**config.mk**
```make
export PLATFORM = sky130hd
export DESIGN_NAME = band_power_db_meter_core_flat
export DESIGN_NICKNAME = d
export VERILOG_FILES = /design/src/rtl/bpdb_pkg.sv /design/src/rtl/bpdb_in_if.sv /design/src/rtl/bpdb_out_if.sv /design/src/rtl/bpdb_mul.sv /design/src/rtl/bpdb_ctrl.sv /design/src/rtl/band_power_db_meter_core.sv /design/src/flat_wrapper.sv
export SDC_FILE = /design/constraint.sdc
export NUM_CORES = 2
export LEC_CHECK = 0
export ABC_AREA = 1
export BUFFER_PORTS_ARGS = -buffer_cell sky130_fd_sc_hd__buf_4
export CAP_MARGIN = 20
export CORE_MARGIN = 2
export CORE_UTILIZATION = 40
export DETAILED_ROUTE_END_ITERATION = 8
export PLACE_DENSITY_LB_ADDON = 0.08
export SLEW_MARGIN = 15
export SYNTH_ARGS = -nofsm -noshare
export SYNTH_HDL_FRONTEND = slang
export SYNTH_SLANG_ARGS = --single-unit
```
**constraint.sdc**
```tcl
create_clock -name clk -period 9.7 [get_ports clk]
set_input_delay 1.94 -clock clk [delete_from_list [all_inputs] [get_ports clk]]
set_output_delay 1.94 -clock clk [all_outputs]
set_load 0.005 [all_outputs]
```
**src/rtl/bpdb_pkg.sv**
```systemverilog
`timescale 1ns / 1ps
`default_nettype none

package bpdb_pkg;

	// Table geometry
	localparam int NUM_BANDS        = 32;
	localparam int NUM_CHANNELS     = 2;
	localparam int SAMPLES_PER_BAND = 9;
	localparam int LEVEL_COUNT      = NUM_BANDS * NUM_CHANNELS;
	localparam int IDX_W            = $clog2(LEVEL_COUNT);

	// Field widths
	localparam int BAND_W   = 5;
	localparam int SAMPLE_W = 16;
	localparam int LEVEL_W  = 16;
	localparam int FACTOR_W = 8;
	localparam int CFG_W    = 16;
	localparam int CFG_IDX_W = 2;

	// Opcodes
	localparam logic OP_UPDATE = 1'b0;
	localparam logic OP_DECAY  = 1'b1;

	// Register indexes
	localparam logic [CFG_IDX_W-1:0] REG_LEVEL_OFFSET   = 2'd0;
	localparam logic [CFG_IDX_W-1:0] REG_DECAY_FACTOR   = 2'd1;
	localparam logic [CFG_IDX_W-1:0] REG_SNAP_THRESHOLD = 2'd2;

	localparam logic [CFG_W-1:0]    LEVEL_OFFSET_RST   = 16'd25600;
	localparam logic [FACTOR_W-1:0] DECAY_FACTOR_RST   = 8'd251;
	localparam logic [CFG_W-1:0]    SNAP_THRESHOLD_RST = 16'd26;

	// Sum of squares: each square is at most 2^30
	localparam int SQ_W    = 31;
	localparam int SUM_W   = SQ_W + $clog2(SAMPLES_PER_BAND);
	localparam int E_W     = $clog2(SUM_W);
	localparam int NORM_STEPS = E_W;
	localparam int L_W     = E_W + 16;
	localparam int MUL_W   = L_W + 1;
	localparam int PROD_W  = 2 * MUL_W;

	// 10*log10(2) in Q16
	localparam logic [17:0] DB_PER_LOG2 = 18'd197283;

	// round(65536*log2(1+k/16))
	localparam logic [16:0] LOG_T [0:16] = '{
		17'd0,     17'd5732,  17'd11136, 17'd16248, 17'd21098, 17'd25711,
		17'd30109, 17'd34312, 17'd38336, 17'd42196, 17'd45904, 17'd49472,
		17'd52911, 17'd56229, 17'd59434, 17'd62534, 17'd65536
	};

	// Elaboration-time dB in Q8.8 of a small positive integer
	function automatic logic [15:0] db_of_const(input int unsigned x);
		longint unsigned v;
		longint unsigned f16;
		longint unsigned k;
		longint unsigned r;
		longint unsigned frac;
		longint unsigned l;
		int unsigned e;
		v = x;
		e = 0;
		for (int i = 0; i < 31; i++) begin
			if ((v >> (e + 1)) != 0)
				e = e + 1;
		end
		if (e >= 16)
			f16 = (v >> (e - 16)) & 64'hFFFF;
		else
			f16 = (v << (16 - e)) & 64'hFFFF;
		k = f16 >> 12;
		r = f16 & 64'hFFF;
		frac = LOG_T[5'(k)] + (((LOG_T[5'(k + 1)] - LOG_T[5'(k)]) * r + 2048) >> 12);
		l = (longint'(e) << 16) + frac;
		return 16'((l * DB_PER_LOG2 + (64'd1 << 23)) >> 24);
	endfunction

	// dB of the sample count, subtracted to turn the sum into a mean
	localparam logic [15:0] DB_OF_SPB = db_of_const(SAMPLES_PER_BAND);

	typedef struct packed {
		logic [CFG_W-1:0]    level_offset;
		logic [FACTOR_W-1:0] decay_factor;
		logic [CFG_W-1:0]    snap_threshold;
	} cfg_t;

	typedef struct packed {
		logic              en;
		logic signed [MUL_W-1:0] a;
		logic signed [MUL_W-1:0] b;
	} mul_req_t;

endpackage

`default_nettype wire

```
**src/rtl/bpdb_in_if.sv**
```systemverilog
`timescale 1ns / 1ps
`default_nettype none

interface bpdb_in_if import bpdb_pkg::*; ();
	logic                       valid;
	logic                       ready;
	logic                       opcode;
	logic                       channel;
	logic [BAND_W-1:0]          band;
	logic signed [SAMPLE_W-1:0] sample_0;
	logic signed [SAMPLE_W-1:0] sample_1;
	logic signed [SAMPLE_W-1:0] sample_2;
	logic signed [SAMPLE_W-1:0] sample_3;
	logic signed [SAMPLE_W-1:0] sample_4;
	logic signed [SAMPLE_W-1:0] sample_5;
	logic signed [SAMPLE_W-1:0] sample_6;
	logic signed [SAMPLE_W-1:0] sample_7;
	logic signed [SAMPLE_W-1:0] sample_8;

	modport source (
		output valid, opcode, channel, band,
		output sample_0, sample_1, sample_2, sample_3, sample_4,
		output sample_5, sample_6, sample_7, sample_8,
		input  ready
	);

	modport sink (
		input  valid, opcode, channel, band,
		input  sample_0, sample_1, sample_2, sample_3, sample_4,
		input  sample_5, sample_6, sample_7, sample_8,
		output ready
	);
endinterface

`default_nettype wire

```
**src/rtl/bpdb_out_if.sv**
```systemverilog
`timescale 1ns / 1ps
`default_nettype none

interface bpdb_out_if import bpdb_pkg::*; ();
	logic               valid;
	logic               ready;
	logic [BAND_W-1:0]  out_band;
	logic               out_channel;
	logic [LEVEL_W-1:0] level_db;
	logic               last;

	modport source (
		output valid, out_band, out_channel, level_db, last,
		input  ready
	);

	modport sink (
		input  valid, out_band, out_channel, level_db, last,
		output ready
	);
endinterface

`default_nettype wire

```
**src/rtl/bpdb_mul.sv**
```systemverilog
`timescale 1ns / 1ps
`default_nettype none

// Shared signed multiplier with a registered product; hold when not enabled.
module bpdb_mul import bpdb_pkg::*; (
	input  wire logic                     clk,
	input  wire mul_req_t                 req,
	output logic signed [PROD_W-1:0]      prod
);

	logic signed [PROD_W-1:0] prod_q;

	always_ff @(posedge clk) begin
		if (req.en)
			prod_q <= req.a * req.b;
	end

	assign prod = prod_q;

endmodule

`default_nettype wire

```
**src/rtl/bpdb_ctrl.sv**
```systemverilog
`timescale 1ns / 1ps
`default_nettype none

module bpdb_ctrl import bpdb_pkg::*; (
	input  wire logic                   clk,
	input  wire logic                   arst_n,
	bpdb_in_if.sink                     item,
	bpdb_out_if.source                  result,
	input  wire cfg_t                   cfg,
	output mul_req_t                    mul_req,
	input  wire logic signed [PROD_W-1:0] mul_prod
);

	localparam int CNT_W = (SAMPLES_PER_BAND > 1) ? $clog2(SAMPLES_PER_BAND) : 1;
	localparam int STP_W = (NORM_STEPS > 1) ? $clog2(NORM_STEPS) : 1;

	localparam logic [3:0] ST_IDLE      = 4'd0;
	localparam logic [3:0] ST_SQ        = 4'd1;
	localparam logic [3:0] ST_SQ_END    = 4'd2;
	localparam logic [3:0] ST_NORM_INIT = 4'd3;
	localparam logic [3:0] ST_NORM      = 4'd4;
	localparam logic [3:0] ST_INTERP    = 4'd5;
	localparam logic [3:0] ST_LOG_SUM   = 4'd6;
	localparam logic [3:0] ST_DB_MUL    = 4'd7;
	localparam logic [3:0] ST_DB_END    = 4'd8;
	localparam logic [3:0] ST_EMIT_UPD  = 4'd9;
	localparam logic [3:0] ST_DK_RD     = 4'd10;
	localparam logic [3:0] ST_DK_MUL    = 4'd11;
	localparam logic [3:0] ST_DK_EMIT   = 4'd12;

	logic [3:0] state_q, state_d;

	logic                       accept;
	logic signed [SAMPLE_W-1:0] smp_in [9];
	logic signed [SAMPLE_W-1:0] smp_q  [SAMPLES_PER_BAND];
	logic [CNT_W-1:0]           cnt_q;
	logic [STP_W-1:0]           stp_q;
	logic                       acc_en_q;
	logic [SUM_W-1:0]           acc_q;
	logic [E_W-1:0]             e_q;
	logic [L_W-1:0]             l_q;
	logic [LEVEL_W-1:0]         level_q;
	logic [BAND_W-1:0]          band_q;
	logic                       ch_q;
	logic                       in_range;
	logic                       walk_end;

	// Normalize
	logic [E_W-1:0] sh;
	logic           top_zero;

	// Log interpolation
	logic [3:0]         k_idx;
	logic [11:0]        r_frac;
	logic [16:0]        t_lo;
	logic [16:0]        t_hi;
	logic [12:0]        t_diff;
	logic [PROD_W-1:0]  prod_u;
	logic [PROD_W-1:0]  interp_rnd;
	logic [16:0]        frac;
	logic [PROD_W-1:0]  db_rnd;
	logic [LEVEL_W-1:0] db_val;
	logic signed [LEVEL_W+1:0] lvl_sum;
	logic [LEVEL_W-1:0] lvl_clamped;

	// Decay
	logic [LEVEL_W-1:0] decayed;
	logic [LEVEL_W-1:0] decay_snapped;

	// Level table
	logic [LEVEL_W-1:0]     lvl_mem [LEVEL_COUNT];
	logic [LEVEL_COUNT-1:0] lvl_vld_q;
	logic [LEVEL_W-1:0]     rd_data_q;
	logic                   rd_vld_q;
	logic [IDX_W-1:0]       idx;
	logic [LEVEL_W-1:0]     rd_level;
	logic                   wr_en;
	logic [LEVEL_W-1:0]     wr_data;

	// Output register
	logic               out_vld_q;
	logic [BAND_W-1:0]  out_band_q;
	logic               out_ch_q;
	logic [LEVEL_W-1:0] out_level_q;
	logic               out_last_q;
	logic               slot_free;
	logic               emit;

	assign item.ready = (state_q == ST_IDLE);
	assign accept     = item.valid && item.ready;

	assign smp_in[0] = item.sample_0;
	assign smp_in[1] = item.sample_1;
	assign smp_in[2] = item.sample_2;
	assign smp_in[3] = item.sample_3;
	assign smp_in[4] = item.sample_4;
	assign smp_in[5] = item.sample_5;
	assign smp_in[6] = item.sample_6;
	assign smp_in[7] = item.sample_7;
	assign smp_in[8] = item.sample_8;

	assign in_range = (int'(item.band) < NUM_BANDS) && (int'(item.channel) < NUM_CHANNELS);
	assign walk_end = (band_q == BAND_W'(NUM_BANDS - 1)) && (ch_q == 1'(NUM_CHANNELS - 1));
	assign idx      = IDX_W'(int'(band_q) * NUM_CHANNELS + int'(ch_q));

	assign sh       = E_W'(1) << (STP_W'(NORM_STEPS - 1) - stp_q);
	assign top_zero = ((acc_q >> (SUM_W - int'(sh))) == '0);

	// Bits just below the leading one once normalized
	assign k_idx  = acc_q[SUM_W-2 -: 4];
	assign r_frac = acc_q[SUM_W-6 -: 12];
	assign t_lo   = LOG_T[5'(k_idx)];
	assign t_hi   = LOG_T[5'(k_idx) + 5'd1];
	assign t_diff = 13'(t_hi - t_lo);

	assign prod_u     = mul_prod;
	assign interp_rnd = prod_u + PROD_W'(2048);
	assign frac       = t_lo + 17'(interp_rnd[12 +: 13]);
	assign db_rnd     = prod_u + (PROD_W'(1) << 23);
	assign db_val     = db_rnd[24 +: LEVEL_W];
	assign lvl_sum    = signed'({2'b00, cfg.level_offset}) + signed'({2'b00, db_val})
			- signed'({2'b00, DB_OF_SPB});

	always_comb begin
		if (lvl_sum < 0)
			lvl_clamped = '0;
		else if (lvl_sum > signed'({2'b00, {LEVEL_W{1'b1}}}))
			lvl_clamped = {LEVEL_W{1'b1}};
		else
			lvl_clamped = lvl_sum[LEVEL_W-1:0];
	end

	assign rd_level      = rd_vld_q ? rd_data_q : '0;
	assign decayed       = prod_u[8 +: LEVEL_W];
	assign decay_snapped = (decayed < cfg.snap_threshold) ? '0 : decayed;

	assign slot_free = !out_vld_q || result.ready;
	assign emit      = slot_free && ((state_q == ST_EMIT_UPD) || (state_q == ST_DK_EMIT));
	assign wr_en     = emit;
	assign wr_data   = (state_q == ST_DK_EMIT) ? decay_snapped : level_q;

	// Drive the shared multiplier
	always_comb begin
		mul_req = '0;
		case (state_q)
			ST_SQ: begin
				mul_req.en = 1'b1;
				mul_req.a  = MUL_W'(smp_q[cnt_q]);
				mul_req.b  = MUL_W'(smp_q[cnt_q]);
			end
			ST_INTERP: begin
				mul_req.en = 1'b1;
				mul_req.a  = MUL_W'({1'b0, t_diff});
				mul_req.b  = MUL_W'({1'b0, r_frac});
			end
			ST_DB_MUL: begin
				mul_req.en = 1'b1;
				mul_req.a  = MUL_W'({1'b0, l_q});
				mul_req.b  = MUL_W'({1'b0, DB_PER_LOG2});
			end
			ST_DK_MUL: begin
				mul_req.en = 1'b1;
				mul_req.a  = MUL_W'({1'b0, rd_level});
				mul_req.b  = MUL_W'({1'b0, cfg.decay_factor});
			end
			default: mul_req = '0;
		endcase
	end

	always_comb begin
		state_d = state_q;
		case (state_q)
			ST_IDLE: begin
				if (accept) begin
					if (item.opcode == OP_DECAY)
						state_d = ST_DK_RD;
					else if (in_range)
						state_d = ST_SQ;
				end
			end
			ST_SQ: begin
				if (cnt_q == CNT_W'(SAMPLES_PER_BAND - 1))
					state_d = ST_SQ_END;
			end
			ST_SQ_END:    state_d = ST_NORM_INIT;
			ST_NORM_INIT: state_d = (acc_q == '0) ? ST_EMIT_UPD : ST_NORM;
			ST_NORM: begin
				if (stp_q == STP_W'(NORM_STEPS - 1))
					state_d = ST_INTERP;
			end
			ST_INTERP:  state_d = ST_LOG_SUM;
			ST_LOG_SUM: state_d = ST_DB_MUL;
			ST_DB_MUL:  state_d = ST_DB_END;
			ST_DB_END:  state_d = ST_EMIT_UPD;
			ST_EMIT_UPD: begin
				if (slot_free)
					state_d = ST_IDLE;
			end
			ST_DK_RD:  state_d = ST_DK_MUL;
			ST_DK_MUL: state_d = ST_DK_EMIT;
			ST_DK_EMIT: begin
				if (slot_free)
					state_d = walk_end ? ST_IDLE : ST_DK_RD;
			end
			default: state_d = ST_IDLE;
		endcase
	end

	always_ff @(posedge clk or negedge arst_n) begin
		if (!arst_n) begin
			state_q  <= ST_IDLE;
			cnt_q    <= '0;
			stp_q    <= '0;
			acc_en_q <= 1'b0;
		end else begin
			state_q  <= state_d;
			acc_en_q <= (state_q == ST_SQ);
			if (accept)
				cnt_q <= '0;
			else if (state_q == ST_SQ)
				cnt_q <= cnt_q + CNT_W'(1);
			if (state_q == ST_NORM_INIT)
				stp_q <= '0;
			else if (state_q == ST_NORM)
				stp_q <= stp_q + STP_W'(1);
		end
	end

	always_ff @(posedge clk) begin
		if (accept) begin
			for (int i = 0; i < SAMPLES_PER_BAND; i++)
				smp_q[i] <= smp_in[i];
			acc_q <= '0;
			if (item.opcode == OP_DECAY) begin
				band_q <= '0;
				ch_q   <= 1'b0;
			end else begin
				band_q <= item.band;
				ch_q   <= item.channel;
			end
		end else begin
			if (acc_en_q)
				acc_q <= acc_q + SUM_W'(mul_prod[SQ_W-1:0]);
			case (state_q)
				ST_NORM_INIT: begin
					e_q     <= E_W'(SUM_W - 1);
					level_q <= '0;
				end
				ST_NORM: begin
					if (top_zero) begin
						acc_q <= acc_q << sh;
						e_q   <= e_q - sh;
					end
				end
				ST_LOG_SUM: l_q <= {e_q, 16'd0} + L_W'(frac);
				ST_DB_END:  level_q <= lvl_clamped;
				ST_DK_EMIT: begin
					// Advance the walk, channel inner
					if (slot_free && !walk_end) begin
						if (ch_q == 1'(NUM_CHANNELS - 1)) begin
							ch_q   <= 1'b0;
							band_q <= band_q + BAND_W'(1);
						end else begin
							ch_q <= ch_q + 1'b1;
						end
					end
				end
				default: ;
			endcase
		end
	end

	// Level table storage
	always_ff @(posedge clk) begin
		if (wr_en)
			lvl_mem[idx] <= wr_data;
		rd_data_q <= lvl_mem[idx];
	end

	always_ff @(posedge clk or negedge arst_n) begin
		if (!arst_n) begin
			lvl_vld_q <= '0;
			rd_vld_q  <= 1'b0;
		end else begin
			if (wr_en)
				lvl_vld_q[idx] <= 1'b1;
			rd_vld_q <= lvl_vld_q[idx];
		end
	end

	// Result register
	always_ff @(posedge clk or negedge arst_n) begin
		if (!arst_n)
			out_vld_q <= 1'b0;
		else if (emit)
			out_vld_q <= 1'b1;
		else if (result.ready)
			out_vld_q <= 1'b0;
	end

	always_ff @(posedge clk) begin
		if (emit) begin
			out_band_q  <= band_q;
			out_ch_q    <= ch_q;
			out_level_q <= wr_data;
			out_last_q  <= (state_q == ST_EMIT_UPD) || walk_end;
		end
	end

	assign result.valid       = out_vld_q;
	assign result.out_band    = out_band_q;
	assign result.out_channel = out_ch_q;
	assign result.level_db    = out_level_q;
	assign result.last        = out_last_q;

endmodule

`default_nettype wire

```
**src/rtl/band_power_db_meter_core.sv**
```systemverilog
`timescale 1ns / 1ps
`default_nettype none

// Channel   Dir  Handshake        Payload
// item      in   valid / ready    opcode, channel, band, sample_0..sample_8
// result    out  valid / ready    out_band, out_channel, level_db, last
// cfg       in   cfg_we           cfg_index, cfg_data (no read-back)
//
// A band update squares each of the nine samples on the shared multiplier,
// runs six steps of leading-one search, then makes two more multiplier
// passes for the log interpolation and the dB scale before the result.
// Zero power skips the search and the log and goes straight to the result.
// A decay walks all 64 table entries, each through read, multiply, then
// write and emit; the walk waits whenever the result side stalls.
// Reset clears control, config and table valid bits at once; no sweep.
// A stalled result beat blocks the next write-back; item.ready stays high
// while a final beat waits, so the next item starts behind it.

module band_power_db_meter_core import bpdb_pkg::*; (
	input  wire logic                 clk,
	input  wire logic                 arst_n,
	bpdb_in_if.sink                   item,
	bpdb_out_if.source                result,
	input  wire logic                 cfg_we,
	input  wire logic [CFG_IDX_W-1:0] cfg_index,
	input  wire logic [CFG_W-1:0]     cfg_data
);

	cfg_t                     cfg_q;
	mul_req_t                 mul_req;
	logic signed [PROD_W-1:0] mul_prod;

	// Configuration registers; unknown indexes drop the write
	always_ff @(posedge clk or negedge arst_n) begin
		if (!arst_n) begin
			cfg_q.level_offset   <= LEVEL_OFFSET_RST;
			cfg_q.decay_factor   <= DECAY_FACTOR_RST;
			cfg_q.snap_threshold <= SNAP_THRESHOLD_RST;
		end else if (cfg_we) begin
			case (cfg_index)
				REG_LEVEL_OFFSET:   cfg_q.level_offset   <= cfg_data;
				REG_DECAY_FACTOR:   cfg_q.decay_factor   <= cfg_data[FACTOR_W-1:0];
				REG_SNAP_THRESHOLD: cfg_q.snap_threshold <= cfg_data;
				default: ;
			endcase
		end
	end

	// Sequencer, level table and result register
	bpdb_ctrl u_ctrl (
		.clk      (clk),
		.arst_n   (arst_n),
		.item     (item),
		.result   (result),
		.cfg      (cfg_q),
		.mul_req  (mul_req),
		.mul_prod (mul_prod)
	);

	// One multiplier serves squares, log interpolation, dB scale and decay
	bpdb_mul u_mul (
		.clk  (clk),
		.req  (mul_req),
		.prod (mul_prod)
	);

endmodule

`default_nettype wire

```
**src/flat_wrapper.sv**
```systemverilog
// flat-port wrapper written by rule: the top's interface ports become plain ports
module band_power_db_meter_core_flat import bpdb_pkg::*;
  (clk, arst_n, cfg_we, cfg_index, cfg_data, item_valid, item_opcode, item_channel, item_band, item_sample_0, item_sample_1, item_sample_2, item_sample_3, item_sample_4, item_sample_5, item_sample_6, item_sample_7, item_sample_8, item_ready, result_valid, result_out_band, result_out_channel, result_level_db, result_last, result_ready);
  bpdb_in_if item_i ();
  bpdb_out_if result_i ();
  input  wire logic clk;
  input  wire logic arst_n;
  input  wire logic cfg_we;
  input  wire logic [CFG_IDX_W-1:0] cfg_index;
  input  wire logic [CFG_W-1:0] cfg_data;
  input wire logic [$bits(item_i.valid)-1:0] item_valid;
  input wire logic [$bits(item_i.opcode)-1:0] item_opcode;
  input wire logic [$bits(item_i.channel)-1:0] item_channel;
  input wire logic [$bits(item_i.band)-1:0] item_band;
  input wire logic [$bits(item_i.sample_0)-1:0] item_sample_0;
  input wire logic [$bits(item_i.sample_1)-1:0] item_sample_1;
  input wire logic [$bits(item_i.sample_2)-1:0] item_sample_2;
  input wire logic [$bits(item_i.sample_3)-1:0] item_sample_3;
  input wire logic [$bits(item_i.sample_4)-1:0] item_sample_4;
  input wire logic [$bits(item_i.sample_5)-1:0] item_sample_5;
  input wire logic [$bits(item_i.sample_6)-1:0] item_sample_6;
  input wire logic [$bits(item_i.sample_7)-1:0] item_sample_7;
  input wire logic [$bits(item_i.sample_8)-1:0] item_sample_8;
  output wire logic [$bits(item_i.ready)-1:0] item_ready;
  output wire logic [$bits(result_i.valid)-1:0] result_valid;
  output wire logic [$bits(result_i.out_band)-1:0] result_out_band;
  output wire logic [$bits(result_i.out_channel)-1:0] result_out_channel;
  output wire logic [$bits(result_i.level_db)-1:0] result_level_db;
  output wire logic [$bits(result_i.last)-1:0] result_last;
  input wire logic [$bits(result_i.ready)-1:0] result_ready;
  assign item_i.valid = item_valid;
  assign item_i.opcode = item_opcode;
  assign item_i.channel = item_channel;
  assign item_i.band = item_band;
  assign item_i.sample_0 = item_sample_0;
  assign item_i.sample_1 = item_sample_1;
  assign item_i.sample_2 = item_sample_2;
  assign item_i.sample_3 = item_sample_3;
  assign item_i.sample_4 = item_sample_4;
  assign item_i.sample_5 = item_sample_5;
  assign item_i.sample_6 = item_sample_6;
  assign item_i.sample_7 = item_sample_7;
  assign item_i.sample_8 = item_sample_8;
  assign item_ready = item_i.ready;
  assign result_valid = result_i.valid;
  assign result_out_band = result_i.out_band;
  assign result_out_channel = result_i.out_channel;
  assign result_level_db = result_i.level_db;
  assign result_last = result_i.last;
  assign result_i.ready = result_ready;
  band_power_db_meter_core u_core (.clk(clk), .arst_n(arst_n), .item(item_i), .result(result_i), .cfg_we(cfg_we), .cfg_index(cfg_index), .cfg_data(cfg_data));
endmodule
```
==> qor.txt <==
run status -> finished, final reports clean
Synth Net Count -> 8829
Max Cap Viol -> 0
min Tclk post-route -> 9.27 ns
CP peak stage delay -> 0.57 ns
drt wl/cell -> 25.4 µm
Yosys reg bits -> 1450
fraction of layout cells with a size suffix above 1 -> 10.6%
Synth Instances -> 7898
Synth top area share -> 46.9%
Max Slew Vio Count -> 0
Setup Crit Path Kind -> flop to flop
RSZ-0062 raised after global routing -> no
Area growth, synth to finish -> 13.9%
Worst R2R Start -> u_core.u_ctrl.acc_q[30]$_SDFF_PP0_
asr flop ratio synth -> 8.14%
Overflow after GRT -> 0
deepest clock path buffer count -> 3
final worst path period share -> 95.6%
Multi-input gate area -> 33800 µm²
largest net degree at the start of global routing -> 158
Top FF cell, synth -> edfxtp_1
post-synthesis average cell area -> 10.4 µm²
crit end category -> flop
initial antenna violation count -> 11
DRT antenna net count -> 0
# DRC -> 0
PD cells -> 337 nW/µm²
post-DP HPWL -> 194000 µm
type of origin of the critical path -> flop
Die H -> 457 µm
worst setup path start -> u_core.u_ctrl.acc_q[30]$_SDFF_PP0_
H-tree Lvls -> 4
crit-path most repeated cell -> fa_1
gp weighted congestion -> 0.922
CORE AREA -> 204000 µm²
FMAX -> 108 MHz
final setup fails -> 0
Skew-Pair Late Insertion Delay -> 0.82 ns
crit-path max FO -> 8
clock sink total -> 1450
chip width -> 457 µm
vias in the first global route -> 59735
fin cells -> 11006
Slew HR -> 20.2%
Crit path required time -> 10.28 ns
# hold bufs at CTS -> 0
overall routed net length -> 280000 µm
total power -> 31.5 mW
vias -> 59621
Arr. time, crit path -> 9.85 ns
Yosys warnings -> 0
clock skew -> 0.0706 ns
Worst path slowest cell -> fa_1
Mapped Area -> 82000 µm²
leakage -> 38.0 nW
total track usage -> 26.6%
dominant cell type by area after synthesis -> edfxtp_1
Fillers -> 19340
Layout Nets -> 9106
Initial DRC Count -> 5613
detailed-route vias per instance -> 5.42
maximum VDD drop -> 0.000287 V
Post-synth EDFFs -> 1281
num ports -> 199
row cnt -> 166
CTS root buffer -> clkbuf_16
endpoints failing hold -> 0
Reg clk slew, reported paths -> 0.06 ns
drt first pass iters -> 6
largest cells by area after synthesis -> edfxtp_1, fa_1, inv_1
Die ar. -> 209000 µm²
Netlist cell types -> 61
hold crit path type -> flop to flop
Hold Crit Start -> u_core.u_ctrl.lvl_vld_q[17]$_DFFE_PN0P_
Sequential Area -> 42500 µm²
Tightest Pin Transition -> 1.19 ns
CTS tree -> done
Initial Utilization -> 40.2%
post-synthesis sequential area ratio -> 51.8%
Num CTS Buffers -> 164
first-pass GRT wire length -> 411000 µm
cell count after placement -> 10691
Port-buffer cells -> 198
[Yosys cell counts, types with 5 or more instances]
master / instances
edfxtp_1: 1281
inv_1: 1155
nor2_1: 988
nand2_1: 902
o21ai_0: 863
fa_1: 487
nand3_1: 346
clkbuf_1: 319
ha_1: 270
a21oi_1: 247
o221ai_1: 211
dfrtp_1: 105
o22ai_1: 88
xor2_1: 78
o211ai_1: 63
dfxtp_1: 51
xnor2_1: 49
or2_2: 47
nor3_1: 35
buf_2: 26
nand4_1: 25
o21ai_1: 18
a211oi_1: 17
a31oi_1: 15
buf_1: 15
o21a_1: 14
and3_1: 13
dfstp_2: 13
a21o_1: 12
a221oi_1: 12
o21bai_1: 12
a311oi_1: 9
buf_6: 9
clkinv_1: 9
nor4_1: 9
o2111ai_1: 9
a22o_1: 8
inv_2: 8
nor2_2: 7
nand2_2: 5
nand2_4: 5
or4_1: 5
[registers in the layout (all words and copies together) (netlist names), 6 cells and up]
name,count
u_core.u_ctrl.l_q,22
u_core.u_ctrl.level_q,16
u_core.u_mul.prod,40
u_core.cfg_q,40
u_core.u_ctrl.e_q,6
u_core.u_ctrl.result.level_db,16
u_core.u_ctrl.rd_data_q,16
u_core.u_ctrl.acc_q,35
u_core.u_ctrl.smp_q,144
u_core.u_ctrl.lvl_vld_q,64
u_core.u_ctrl.lvl_mem,1024
[report_power, final]
| group | switching (mW) | internal [mW] |
|---|---|---|
| registers | 0.481 | 7.96 |
| clock network | 2.65 | 3.65 |
| logic | 11.3 | 5.50 |
| total | 14.4 | 17.1 |
[path summary, 6_finish.rpt]
path	end	slack, ns	depth (start not counted)
worst max-delay path	u_core.u_mul.prod[29]$_DFFE_PN_	0.43	38
worst min-delay path	u_core.u_ctrl.lvl_vld_q[17]$_DFFE_PN0P_	0.46	2
worst max register to register	u_core.u_mul.prod[29]$_DFFE_PN_	0.43	38
worst min register to register	u_core.u_ctrl.lvl_vld_q[17]$_DFFE_PN0P_	0.46	2
max in group asynchronous	u_core.u_ctrl.cnt_q[0]$_DFFE_PN0P_	7.38	2
min in group asynchronous	u_core.cfg_q[14]$_DFFE_PN0P_	1.13	1
[cell type report]
class | count | share of cell area (%)
Inverter | 1175 | 4.75
Clock inverter | 84 | 1.08
Clock buffer | 218 | 4.76
Timing Repair Buffer | 485 | 4.13
Multi-Input combinational cell | 4899 | 36.2
Tap cell | 2688 | 3.60
Sequential cell | 1450 | 45.4
Antenna cell | 7 | 0.0187
[through the flow]
stage               util [%]  instance area (µm²)  setup TNS (ns)  setup WS (ns)  hold slack, ns
detailed placement      43.0                87800        -0.00898       -0.00898           0.445
floorplan                  -                82000               0          0.567           0.421
global placement        43.0                87700               0        0.00524           0.439
global route            45.8                93400               0         0.0104           0.475
finish                  45.8                93400               0          0.427           0.457
CTS                     45.7                93200               0          0.147           0.458
[cells in the final DEF, fill, tap and decap left out, types with 43 or more instances in the layout]
master | synthesis | final
or2_2 | 47 | 47
o21ai_0 | 863 | 854
clkbuf_16 | 0 | 167
dfxtp_1 | 51 | 49
o22ai_1 | 88 | 88
clkbuf_1 | 319 | 43
inv_1 | 1155 | 1146
edfxtp_1 | 1281 | 1281
nor2_1 | 988 | 963
nand2_1 | 902 | 884
ha_1 | 270 | 268
dfrtp_1 | 105 | 104
xnor2_1 | 49 | 49
fa_1 | 487 | 487
xor2_1 | 78 | 78
o221ai_1 | 211 | 210
o211ai_1 | 63 | 63
nand3_1 | 346 | 345
buf_4 | 4 | 464
a21oi_1 | 247 | 244
[critical path, delay by kind of cell, from the launching register on]
family / cells / cell delay (ns)
AOI/OAI and AO/OA: 6 / 1.09
xor gates and xnor gates: 1 / 0.26
buffers and inverters: 12 / 1.49
DFF: 1 / 0.37
and+or+nand+nor: 9 / 1.53
adders and majority gates: 10 / 4.35
[what timing repair did]
item,in CTS,in global routing
setup endpoints to repair,1,18
pin swaps,0,1
resized for setup,1,40
buffers inserted,0,3
[per-layer routing]
metal  GRT usage [%]  routed length, µm  vias to the layer above
met2            45.4             138000                     1714
met3            3.14              13800                      352
met1            35.9             120000                    30248
met4            7.07               7700                        0
met5               0                  0                        -
li1                -                  -                    27307
[cells by family after synthesis]
family	after synthesis	synth area share, %
other cells	1	0.00457
flops	1450	51.8
simple gates	2400	12.0
fa+ha+maj	757	16.0
compound gates	1614	11.6
buf+inv	1549	7.25
xor+xnor	127	1.36
Note: power is estimated with default switching activity, not from simulation.
